<file path="src/design/lag_pkg.sv">
package lag_pkg;

    // default board size
    localparam int GRID_WIDTH_DEF  = 64;
    localparam int GRID_HEIGHT_DEF = 64;

    // request field widths
    localparam int OPCODE_W = 3;
    localparam int COORD_W  = 6;

    // neighbour counts of the b3/s23 rule
    localparam logic [3:0] BIRTH_COUNT = 4'd3;
    localparam logic [3:0] SURVIVE_LOW = 4'd2;

    // request opcodes, unused codes behave as a read
    typedef enum logic [OPCODE_W-1:0] {
        OP_READ  = 3'd0,
        OP_SET   = 3'd1,
        OP_KILL  = 3'd2,
        OP_STEP  = 3'd3,
        OP_CLEAR = 3'd4
    } op_t;

    // row memory read address source
    typedef enum logic {
        RD_COORD,
        RD_SWEEP
    } rd_src_t;

    // row memory write source
    typedef enum logic [1:0] {
        WR_ZERO,
        WR_MODIFY,
        WR_LIFE
    } wr_src_t;

    // controller states
    typedef enum logic [2:0] {
        ST_INIT,
        ST_IDLE,
        ST_DECODE,
        ST_STEP,
        ST_CLEAR,
        ST_READ,
        ST_MODIFY,
        ST_RESULT
    } state_t;

    // commands from controller to datapath
    typedef struct packed {
        logic    latch_in;
        logic    rd_en;
        rd_src_t rd_src;
        logic    wr_en;
        wr_src_t wr_src;
        logic    win_clear;
        logic    win_shift;
        logic    below_zero;
        logic    res_load;
        logic    out_load;
    } lag_cmd_t;

    // status from datapath to controller
    typedef struct packed {
        op_t  op_code;
        logic in_grid;
    } lag_status_t;

    // b3/s23 next state of one cell
    function automatic logic next_cell(input logic alive, input logic [3:0] count);
        logic born;
        logic keep;
        born = (count == BIRTH_COUNT);
        keep = alive && (count == SURVIVE_LOW);
        return born || keep;
    endfunction

endpackage

</file>
<file path="src/design/lag_ctrl.sv">
module lag_ctrl
#(
    parameter int GRID_HEIGHT = lag_pkg::GRID_HEIGHT_DEF,
    localparam int CNT_W = $clog2(GRID_HEIGHT + 2)
)
(
    input  logic                 clk,
    input  logic                 rst_n,
    input  logic                 in_valid,
    output logic                 in_ready,
    output logic                 out_valid,
    input  logic                 out_ready,
    input  lag_pkg::lag_status_t status,
    output lag_pkg::lag_cmd_t    cmd,
    output logic [CNT_W-1:0]     sweep_cnt
);
    import lag_pkg::*;

    localparam logic [CNT_W-1:0] LAST_ROW  = CNT_W'(GRID_HEIGHT - 1);
    localparam logic [CNT_W-1:0] LAST_STEP = CNT_W'(GRID_HEIGHT + 1);
    localparam logic [CNT_W-1:0] FIRST_WR  = CNT_W'(2);

    state_t           state_reg;
    state_t           state_next;
    logic [CNT_W-1:0] cnt_reg;
    logic [CNT_W-1:0] cnt_next;
    logic             out_valid_reg;
    logic             out_valid_next;

    // state, sweep counter and output valid
    always_ff @(posedge clk or negedge rst_n)
    begin
        if (!rst_n)
        begin
            state_reg     <= ST_INIT;
            cnt_reg       <= '0;
            out_valid_reg <= 1'b0;
        end
        else
        begin
            state_reg     <= state_next;
            cnt_reg       <= cnt_next;
            out_valid_reg <= out_valid_next;
        end
    end

    // next state and commands
    always_comb
    begin
        state_next = state_reg;
        cnt_next   = cnt_reg;
        cmd        = '0;
        in_ready   = 1'b0;
        unique case (state_reg)
            ST_INIT:
            begin
                cmd.wr_en  = 1'b1;
                cmd.wr_src = WR_ZERO;
                if (cnt_reg == LAST_ROW)
                begin
                    cnt_next   = '0;
                    state_next = ST_IDLE;
                end
                else
                begin
                    cnt_next = cnt_reg + 1'b1;
                end
            end
            ST_IDLE:
            begin
                in_ready = 1'b1;
                if (in_valid)
                begin
                    cmd.latch_in = 1'b1;
                    state_next   = ST_DECODE;
                end
            end
            ST_DECODE:
            begin
                cnt_next = '0;
                if (status.op_code == OP_STEP)
                begin
                    state_next = ST_STEP;
                end
                else if (status.op_code == OP_CLEAR)
                begin
                    state_next = ST_CLEAR;
                end
                else
                begin
                    state_next = ST_READ;
                end
            end
            ST_CLEAR:
            begin
                cmd.wr_en  = 1'b1;
                cmd.wr_src = WR_ZERO;
                if (cnt_reg == LAST_ROW)
                begin
                    cnt_next   = '0;
                    state_next = ST_READ;
                end
                else
                begin
                    cnt_next = cnt_reg + 1'b1;
                end
            end
            ST_STEP:
            begin
                // read row n, write new row n-2 from the three-row window
                cmd.rd_en      = (cnt_reg <= LAST_ROW);
                cmd.rd_src     = RD_SWEEP;
                cmd.win_clear  = (cnt_reg == '0);
                cmd.win_shift  = (cnt_reg != '0);
                cmd.wr_en      = (cnt_reg >= FIRST_WR);
                cmd.wr_src     = WR_LIFE;
                cmd.below_zero = (cnt_reg == LAST_STEP);
                if (cnt_reg == LAST_STEP)
                begin
                    cnt_next   = '0;
                    state_next = ST_READ;
                end
                else
                begin
                    cnt_next = cnt_reg + 1'b1;
                end
            end
            ST_READ:
            begin
                cmd.rd_en  = 1'b1;
                cmd.rd_src = RD_COORD;
                state_next = ST_MODIFY;
            end
            ST_MODIFY:
            begin
                cmd.res_load = 1'b1;
                cmd.wr_src   = WR_MODIFY;
                cmd.wr_en    = status.in_grid &&
                               ((status.op_code == OP_SET) || (status.op_code == OP_KILL));
                state_next   = ST_RESULT;
            end
            ST_RESULT:
            begin
                if (!out_valid_reg || out_ready)
                begin
                    cmd.out_load = 1'b1;
                    state_next   = ST_IDLE;
                end
            end
            default:
            begin
                state_next = ST_IDLE;
            end
        endcase
    end

    // output register occupancy
    always_comb
    begin
        priority if (cmd.out_load)
        begin
            out_valid_next = 1'b1;
        end
        else if (out_ready)
        begin
            out_valid_next = 1'b0;
        end
        else
        begin
            out_valid_next = out_valid_reg;
        end
    end

    assign out_valid = out_valid_reg;
    assign sweep_cnt = cnt_reg;

endmodule

</file>
<file path="config.mk">
export PLATFORM = sky130hd
export DESIGN_NAME = lag_ctrl
export DESIGN_NICKNAME = d
export VERILOG_FILES = /design/src/design/lag_pkg.sv /design/src/design/lag_ctrl.sv
export SDC_FILE = /design/constraint.sdc
export NUM_CORES = 1
export LEC_CHECK = 0
export ABC_AREA = 1
export BUFFER_PORTS_ARGS = -buffer_cell sky130_fd_sc_hd__buf_4
export CORE_MARGIN = 3
export CORE_UTILIZATION = 53
export DETAILED_ROUTE_END_ITERATION = 12
export PLACE_DENSITY = 0.86
export SLEW_MARGIN = 5
export SYNTH_ARGS = -nofsm -noshare
export SYNTH_HDL_FRONTEND = slang
export SYNTH_SLANG_ARGS = --single-unit
</file>
<file path="constraint.sdc">
create_clock -name clk -period 2.3 [get_ports clk]
set_clock_uncertainty 0.05 [all_clocks]
set_input_delay 0.115 -clock clk [delete_from_list [all_inputs] [get_ports clk]]
set_output_delay 0.115 -clock clk [all_outputs]
set_load 0.02 [all_outputs]
</file>
# After elaboration in Yosys (flattened, before gate mapping)
# Index checks and enable logic that the tools add are counted.
# op_classes
n_addsub	1
order_cmp	2
n_eq_ne	18
muxes	22
n_reduce_logical	11
# ops
op	n
$pmux 3 s8	1
$mux 3	7
$pmux 7 s3	1
$eq 3x3->1 const B	5
$mux 7	2
$eq 3x2->1 const B	4
$ne 2x2->1 const B	5
$mux 1	9
$pmux 3 s3	1
$add 7x1->7 const B	1
$eq 7x6->1 const B	1
$eq 7x7->1 const B	1
$ge 7x2->1 const B	1
$le 7x6->1 const B	1
$logic_not 7->1	1
$reduce_bool 7->1	1
$eq 3x1->1 const B	2
$reduce_and 5->1	1
$pmux 2 s2	1
$logic_not 3->1	1
$reduce_bool 3->1	1
$logic_or 1x1->1	2
$reduce_bool 2->1	1
$reduce_or 2->1	1
other kinds (2)	2
# totals
ff_bits	11
input_bits	8
output_inout_bits	20
wordCells	57

# Depth between registers and ports, before layout
# Gate-level depths: netlist (run 1).
# depth
ltp_word	5
ltp_mapped	10
mapped_depth_nobuf	10

# Worst setup path before layout (run 1)
# Ideal clock, no wire load.
# synth_path
kind	flip-flop to flip-flop
from	register cnt_reg[1], in the netlist sweep_cnt[1]
to	register state_reg[1]
setup_ns	0.119
arrival_time_ns	1.322
t_required_ns	2.131
path_slack_ns	0.809
stages_incl_launch_ff	11
n_path_buf	0
period_less_slack_ns	1.491
cell_sequence	dfrtp_1 > inv_1 > ha_1 > nand2_1 > inv_1 > nand3_1 > nand2_2 > nand2_2 > nor2_2 > nand2_1 > nand2_1
# synth_via
elab_chain_len	3
elab_cells_between_ends	6
cone_classes	5 x eq/ne; 1 x reduce/logical
# synth_rtl
element	line_no	source
from (decl)	lag_ctrl.sv:25	logic [CNT_W-1:0] cnt_reg;
from (signal assigned)	lag_ctrl.sv:42	cnt_reg <= cnt_next;
$eq 7x7->1 / $eq 7x6->1 (equally long branches)	lag_ctrl.sv:118, lag_ctrl.sv:59, lag_ctrl.sv:98	
$ne 2x2->1 (no source line)	-	
$reduce_and 5->1 (no source line) *	-	
to (signal assigned)	lag_ctrl.sv:41	state_reg <= state_next;
to (decl)	lag_ctrl.sv:23	state_t state_reg;
# Mark *: on every way between the ends. The rest lies on a longest branch, timed or not.
# A chain may end at the register's enable or synchronous reset.

==> results of run 1 <==
[synthesized netlist by cell type (3+ instances only)]
master,instances,share of area [%]
nand3_1,11,6.4
nand2_1,37,16
o21ai_0,7,4.1
xor2_1,3,3.1
nand2_2,4,2.9
ha_1,4,5.8
dfrtp_1,11,32
nor2_1,15,6.5
a21oi_1,4,2.3
inv_1,20,8.7
[metrics by stage]
stage / utilization [%] / total power [mW] / std cells
2_1_floorplan: - / 0.200 / 131
3_3_place_gp: 75.3 / 0.214 / 171
3_5_place_dp: 75.3 / 0.215 / 171
4_1_cts: 77.9 / 0.353 / 176
5_1_grt: 77.9 / 0.362 / 176
6_report: 77.9 / 0.355 / 176
[report_power, final]
| group | internal, mW | switching [mW] |
|---|---|---|
| Combinational | 0.00970 | 0.00926 |
| Sequential | 0.193 | 0.0000000000000000595 |
| Clock | 0.0673 | 0.0753 |
| Total | 0.270 | 0.0846 |
[worst max-delay path, stage by stage, from the launching register on]
cell,delay [ps]
dfrtp_1,420
inv_1,120
ha_1,210
nor3_1,230
nand2_1,90
nand2_1,80
nand2_1,50
buf_4,150
[cells by family (layout without fill, tap and decap cells)]
logic type	count (synthesis)	in the layout	share of synthesized area, %
DFF	11	11	32.0
buffers and inverters	24	54	11.4
AOI/OAI and AO/OA	14	14	9.17
adders and majority gates	4	4	5.82
xor gates and xnor gates	3	3	3.06
and+or+nand+nor	75	75	38.6
[area by class of cell]
type                       instances  area share, %
multi-input combinational         96           44.2
sequential                        11           25.0
timing repair buffer              28           19.3
inverter                          22           7.49
clock buffer                       4           2.38
tap                               15           1.70
[cell usage in the layout, fill, tap and decap left out, drive strengths merged]
cell type and count:
dlygate4sd3 1, clkbuf 4, ha 4, nand4 2
nor3 2, xor2 3, nand2 41, o21ai 9
a31oi 1, nor2 18, nand3 12, buf 27
inv 22, dfrtp 11, a21oi 4
[per-layer routing]
metal,GRT usage [%],wire [µm],vias to the layer above
li1,-,-,468
met1,28.6,1010,430
met2,36.3,1030,29
met3,3.52,114,5
met4,9.09,36,0
met5,0,0,-
[what timing repair did]
item,in CTS,in global routing
endpoints found under the setup margin,0,0
hold buffers,1,0
hold endpoints to repair,11,0
[worst max path at each step]
stage | start | endpoint | slack (ps) | cells past startpoint
2_1_floorplan | sweep_cnt[1] | state_reg[1] | 810 | 10
3_3_place_gp | sweep_cnt[1] | state_reg[1] | 850 | 10
3_5_place_dp | sweep_cnt[1] | state_reg[0] | 740 | 10
4_1_cts | sweep_cnt[0] | cmd[7] | 510 | 7
5_1_grt | state_reg[1] | cmd[7] | 260 | 7
6_report | sweep_cnt[0] | cmd[7] | 500 | 7
==> run summary, run 1 <==
fraction of layout cells with a size suffix above 1 -> 26.1%
Crit Path Max Fanout -> 5
r2r worst-path depth -> 10
Hold Crit Start -> out_ready
drt total wl -> 2.19 mm
Post-Layout Inst Area -> 1100 µm²
max reg flops -> 7
Sink Count -> 11
final setup TNS -> 0 ps
Synth cell types -> 19
Reg area -> 275 µm²
Post-CTS Setup Inserts -> 0
Filler cells -> 108
Initial DRC Count -> 20
Die Area -> 2140 µm²
Critical Path AT -> 1630 ps
Worst Hold Depth -> 4
CTS tree -> done
Max Slew Vio Count -> 0
Reg2Reg Capture Point -> state_reg[1]
placed cell area -> 1070 µm²
Nets -> 174
GP Congestion -> 0.895
Worst R2R Start -> sweep_cnt[1]
CP Data Required Time -> 2130 ps
Die X -> 46.3 µm
power per cell area -> 322 nW/µm²
antenna-violating nets left -> 0
endpoints failing setup -> 0
clk buf depth -> 2
max frequency -> 557 MHz
TritonRoute pass-1 iters -> 4
initial antenna violation count -> 0
clk_lat worst skew -> 280 ps
Top FF cell, synth -> dfrtp_1
first-pass GRT wire length -> 3.35 mm
antenna cells -> 0
post-synthesis net count -> 143
CTS buffer count -> 3
Multi-input gate area -> 487 µm²
final hold violation count -> 0
WL per Instance -> 12.5 µm
status -> finished, final reports clean
Leakage Power -> 0.650 nW
Ys Warns -> 0
total gr overflow -> 0
pre-CTS setup slack -> 741 ps
Core ar. -> 1420 µm²
largest net degree at the start of global routing -> 12
Final HPWL DP -> 1.71 mm
critical path class -> reg -> out
Rel. slew slack -> 81.1%
Max IR drop VDD -> 0.226 mV
WHS Endpoint -> out_valid
post-synthesis async set-or-reset flop share -> 100%
drt drc -> 0
Worst-Margin Slew -> 282 ps
maxcap violations -> 0
setup repair after global routing missed its margin -> false
worst hold slack -> 67.0 ps
cells after synthesis -> 131
syn_area_per_cell -> 6.56 µm²
io pins -> 28
H-tree Lvls -> 1
Vias -> 932
GRT Overall Usage -> 22.2%
CTS root buffer -> clkbuf_4
synthesis-to-layout area growth -> 28.2%
Post-synth EDFFs -> 0
CP Launch Type -> register
vias in the first global route -> 811
Worst Slack Setup Final -> 505 ps
Initial Utilization -> 60.7%
die height -> 46.3 µm
vias per cell -> 5.30
post-synthesis sequential area ratio -> 32.0%
Site Rows -> 13
Synth Register Bits -> 11
post-cts sizing count -> 0
crit end category -> output port
Reg clk slew, reported paths -> 80 ps
r2r setup slk -> 690 ps
Post-Syn Area -> 860 µm²
fin crit period -> 1800 ps
Hold Crit Class -> in -> reg
I/O Buffers -> 27
period utilization -> 78.0%
(Power assumes the default switching activity.)
==> inputs of run 2 (changes only) <==
CORE_UTILIZATION = 49   (was 53)
PLACE_DENSITY = 0.81   (was 0.86)
clock period = 1.7 ns   (was 2.3 ns; I/O delays follow)
==> run summary, run 2 (synthesis gave the netlist of run 1 again) <==
Die X -> 47.9 µm
CP Launch Type -> register
clk buf depth -> 2
CP Launch Point -> sweep_cnt[1]
period utilization -> 97.7%
power per cell area -> 414 nW/µm²
status -> finished, final reports clean
CTS buffer count -> 3
most common cell after layout, fill and taps aside -> nand2_1
sequential power share -> 54.6%
DRT met1 WL -> 1.03 mm
I/O Buffers -> 27
Core ar. -> 1580 µm²
CP max-delay cell -> dfrtp_2
CP Data Required Time -> 1560 ps
vias per cell -> 5.23
crit path to -> cmd[2]
r2r setup slk -> 130 ps
synthesis-to-layout area growth -> 34.5%
switching share of power -> 24.4%
Filler cells -> 132
Reg2Reg Capture Point -> state_reg[1]
Top Layer Used -> met4
most frequent cells in the layout -> 37 x nand2_1, 32 x buf_4, 19 x inv_1, 14 x nor2_1, 11 x nand3_1
Final HPWL DP -> 1.77 mm
setup repair after global routing missed its margin -> true
Reg area -> 282 µm²
vias in the first global route -> 812
worst hold slack -> 51.2 ps
worst path cell trace -> inv_1 -> ha_1 -> nand2_1 -> inv_1 -> nand3_1 -> nor2_1 -> buf_4
crit end category -> output port
Worst-Margin Slew -> 284 ps
GRT Overall Usage -> 20.6%
H-tree Lvls -> 1
antenna cells -> 0
final hold violation count -> 0
Nets -> 179
r2r worst-path depth -> 10
first-pass GRT wire length -> 3.35 mm
Sink Count -> 11
Crit path largest cell delay -> 450 ps
largest net degree at the start of global routing -> 12
die height -> 47.9 µm
Critical Path AT -> 1530 ps
GP Congestion -> 0.860
Logic pwr share -> 5.5%
Vias -> 951
Top cell by count, worst path -> inv_1
Initial DRC Count -> 28
Initial Utilization -> 54.5%
clk_lat worst skew -> 270 ps
maxcap violations -> 0
Worst R2R Start -> sweep_cnt[1]
Crit Path Max Fanout -> 6
endpoints failing setup -> 0
clock share of power -> 39.8%
antenna-violating nets left -> 0
Reg clk slew, reported paths -> 90 ps
CTS root buffer -> clkbuf_4
pre-CTS setup slack -> 170 ps
Rel. slew slack -> 81.1%
Max IR drop VDD -> 0.345 mV
met3 WL -> 118 µm
drt total wl -> 2.28 mm
post-layout util -> 73.3%
Leakage Power -> 0.667 nW
critical path class -> reg -> out
io pins -> 28
max reg flops -> 7
Max Slew Vio Count -> 0
fraction of layout cells with a size suffix above 1 -> 33.7%
total gr overflow -> 0
Pint -> 362 µW
max frequency -> 602 MHz
met2 WL post-DR -> 1.13 mm
Site Rows -> 14
initial antenna violation count -> 0
Hold Crit Class -> in -> reg
placed insts -> 173
CTS tree -> done
fin crit period -> 1660 ps
NetSw -> 117 µW
Die Area -> 2290 µm²
TritonRoute pass-1 iters -> 4
WL per Instance -> 12.5 µm
Worst Slack Setup Final -> 39.9 ps
Pwr Total -> 478 µW
drt drc -> 0
fin cells -> 182
Multi-input gate area -> 494 µm²
-- run 2: power by group through the flow --
stage	clock network, mW	registers [mW]	logic (mW)
floorplan	0	0.267	0.00402
global placement	0	0.267	0.0232
detailed placement	0	0.267	0.0246
CTS	0.190	0.261	0.0264
global route	0.208	0.261	0.0293
finish	0.191	0.261	0.0265
-- run 2: per-stage QoR --
step | instance area, µm² | TNS (ps)
floorplan | 860 | 0
global placement | 1070 | 0
detailed placement | 1070 | 0
CTS | 1130 | 0
global route | 1160 | -72.5
finish | 1160 | 0
-- run 2: critical path, delay by kind of cell (launching register included) --
family / cells / cell delay [ps]
fa+ha+maj: 1 / 140
buf+inv: 3 / 300
flops: 1 / 450
simple gates: 3 / 350
-- run 2: worst min-delay path by stage --
stage               startpoint           end  slack, ps  cells after the start
global placement         rst_n  sweep_cnt[4]       -120                      1
floorplan                rst_n     out_valid       -260                      0
CTS                  out_ready     out_valid         50                      4
global route         out_ready     out_valid         60                      4
detailed placement       rst_n  sweep_cnt[3]       -120                      1
finish               out_ready     out_valid         50                      4
-- run 2: what timing repair did --
action / CTS / global route
hold endpoints to repair: 11 / 0
pin swaps: 0 / 1
hold buffers: 1 / 0
setup buffers: 2 / 2
gates resized for setup: 0 / 8
setup endpoints to repair: 1 / 6
-- run 2: cell type report --
type	instances	area share, %
multi-input cells	96	42.7
flip-flops and latches	11	24.4
repair buffers	33	21.6
inverters	22	7.14
clock buffers	3	1.95
well taps	16	1.73
clock inverters	1	0.433
-- run 2: per-layer routing --
layer | vias up | global-route usage [%]
li1 | 480 | -
met3 | 2 | 3.76
met4 | 0 | 5.91
met2 | 28 | 36.1
met5 | - | 0
met1 | 441 | 25.4
==> inputs of run 3 (changes only) <==
ABC_AREA = 0   (was 1)
CORE_UTILIZATION = 45   (was 49)
MAX_ROUTING_LAYER = met4   (was not set)
PLACE_DENSITY = 0.75   (was 0.81)
==> run summary, run 3 <==
Synth Register Bits -> 11
post-synthesis xor/xnor area fraction -> 1.97%
Worst R2R Start -> sweep_cnt[5]
initial antenna violation count -> 0
Pwr Total -> 2.41 mW
maxcap violations -> 0
fin crit period -> 1850 ps
Critical Path AT -> 1710 ps
H-tree Lvls -> 1
worst hold slack -> 34.5 ps
Synth Area in Adders -> 5.64%
CTS root buffer -> clkbuf_4
Max Slew Vio Count -> 0
Crit Path Max Fanout -> 2
Hold Crit Start -> out_ready
synthesis-to-layout area growth -> 57.5%
Die X -> 50.4 µm
Vias -> 1077
setup repair after global routing missed its margin -> true
Leakage Power -> 0.667 nW
cells after synthesis -> 110
Reg2Reg Capture Point -> sweep_cnt[5]
Post-synth EDFFs -> 0
TritonRoute pass-1 iters -> 4
Yosys top cell area share -> 31.0%
crit end category -> output port
status -> complete, but fails checks
Reg area -> 278 µm²
vias in the first global route -> 1029
WL per Instance -> 16.9 µm
post-layout util -> 77.6%
Final HPWL DP -> 1.98 mm
CTS tree -> done
simple logic cell fraction of the synthesized area -> 33.1%
Filler cells -> 129
Worst Slack Setup Final -> -145 ps
top cells by count, synth -> 13 x nor2_1, 11 x dfrtp_1, 11 x nand2_1, 7 x inv_1, 6 x nand3_1
clk buf depth -> 2
Rel. slew slack -> 61.4%
Initial Utilization -> 49.2%
post-synthesis net count -> 122
drt total wl -> 3.12 mm
die height -> 50.4 µm
Top FF cell, synth -> dfrtp_1
period utilization -> 109%
CP Launch Point -> sweep_cnt[2]
max reg flops -> 7
Core ar. -> 1800 µm²
post-synthesis sequential area ratio -> 31.0%
largest net degree at the start of global routing -> 14
Worst-Margin Slew -> 579 ps
CTS buffer count -> 3
Die Area -> 2540 µm²
Nets -> 173
Initial DRC Count -> 34
first-pass GRT wire length -> 4.60 mm
r2r worst-path depth -> 7
GRT Overall Usage -> 24.3%
most common cell after layout, fill and taps aside -> buf_4
power per cell area -> 1720 nW/µm²
endpoints failing setup -> 8
Multi-input gate area -> 621 µm²
antenna cells -> 0
syn_area_per_cell -> 8.06 µm²
antenna-violating nets left -> 0
post-synthesis compound-gate area fraction -> 21.9%
CP Launch Type -> register
Max IR drop VDD -> 1.11 mV
placed cell area -> 1170 µm²
Ys Warns -> 0
most frequent cells in the layout -> 45 x buf_4, 12 x nor2_1, 10 x nand2_1, 9 x dfrtp_1, 7 x inv_1
vias per cell -> 5.82
Sink Count -> 11
failing checks -> negative setup slack
Hold Crit Class -> in -> reg
Synth cell types -> 38
clk_lat worst skew -> 290 ps
crit path to -> cmd[4]
r2r setup slk -> -40 ps
Site Rows -> 15
largest family of logic cells by synthesized area -> simple AND/OR/NAND/NOR gates
final setup TNS -> -441 ps
I/O Buffers -> 27
total gr overflow -> 0
io pins -> 28
Yosys top cell by area -> dfrtp_1
Post-Layout Inst Area -> 1400 µm²
max frequency -> 542 MHz
critical path class -> reg -> out
GP Congestion -> 0.915
multiplexer area fraction after synthesis -> 0%
final hold violation count -> 0
Reg clk slew, reported paths -> 80 ps
top-count cell post-synth -> nor2_1
Post-Syn Area -> 887 µm²
post-synthesis async set-or-reset flop share -> 100%
fraction of layout cells with a size suffix above 1 -> 44.4%
CP Data Required Time -> 1560 ps
leading cell types by total area after synthesis -> dfrtp_1 31%, ha_1 5.6%, nor2_1 5.5%
drt drc -> 0
## run 3: final cells by class
type | instances | area share, %
repair buffers | 52 | 29.7
inverters | 7 | 1.88
flip-flops and latches | 11 | 19.9
multi-input cells | 86 | 44.4
well taps | 25 | 2.24
clock buffers | 4 | 1.88
## run 3: where the power goes
| group | internal [mW] | total [mW] | switching [mW] |
|---|---|---|---|
| registers | 0.356 | 0.482 | 0.126 |
| clock network | 0.0915 | 0.195 | 0.103 |
| logic | 0.749 | 1.73 | 0.980 |
## run 3: worst max-delay path: stages, from the launching register on
cell and delay, ps:
dfrtp_1 410, or4_4 580, nor2_4 110, and3_4 200, buf_6 110
## run 3: logic make-up after synthesis
| group | count (synthesis) |
|---|---|
| and+or+nand+nor | 52 |
| AOI/OAI and AO/OA | 28 |
| buffers and inverters | 13 |
| adders and majority gates | 4 |
| DFF | 11 |
| xor gates and xnor gates | 2 |
## run 3: worst min path at each step
| stage | end | slack, ps | cells after the start |
|---|---|---|---|
| final | out_valid | 30 | 3 |
| after CTS | out_valid | 50 | 3 |
| after global placement | sweep_cnt[5] | -120 | 1 |
| after floorplan | out_valid | -260 | 0 |
| after global routing | out_valid | 70 | 3 |
| after detailed placement | sweep_cnt[5] | -120 | 1 |
## run 3: through the flow
stage,instances,setup slack [ps]
5_1_grt,185,-203
2_1_floorplan,110,61.9
6_report,185,-145
3_3_place_gp,166,90.0
4_1_cts,174,-83.1
3_5_place_dp,166,42.3
## run 3: metal layers
layer	vias up	wire length, µm	track usage, %
met5	-	0	-
met4	0	63	12.1
met3	9	214	4.15
met2	50	1560	39.8
met1	523	1280	28.6
li1	495	-	-
## run 3: repair_timing
item / 4_1_cts / 5_1_grt
hold buffers: 1 / 0
endpoints found under the setup margin: 6 / 14
endpoints found under the hold margin: 11 / 0
pin swaps: 5 / 12
resized for setup: 6 / 16
buffers inserted: 4 / 11
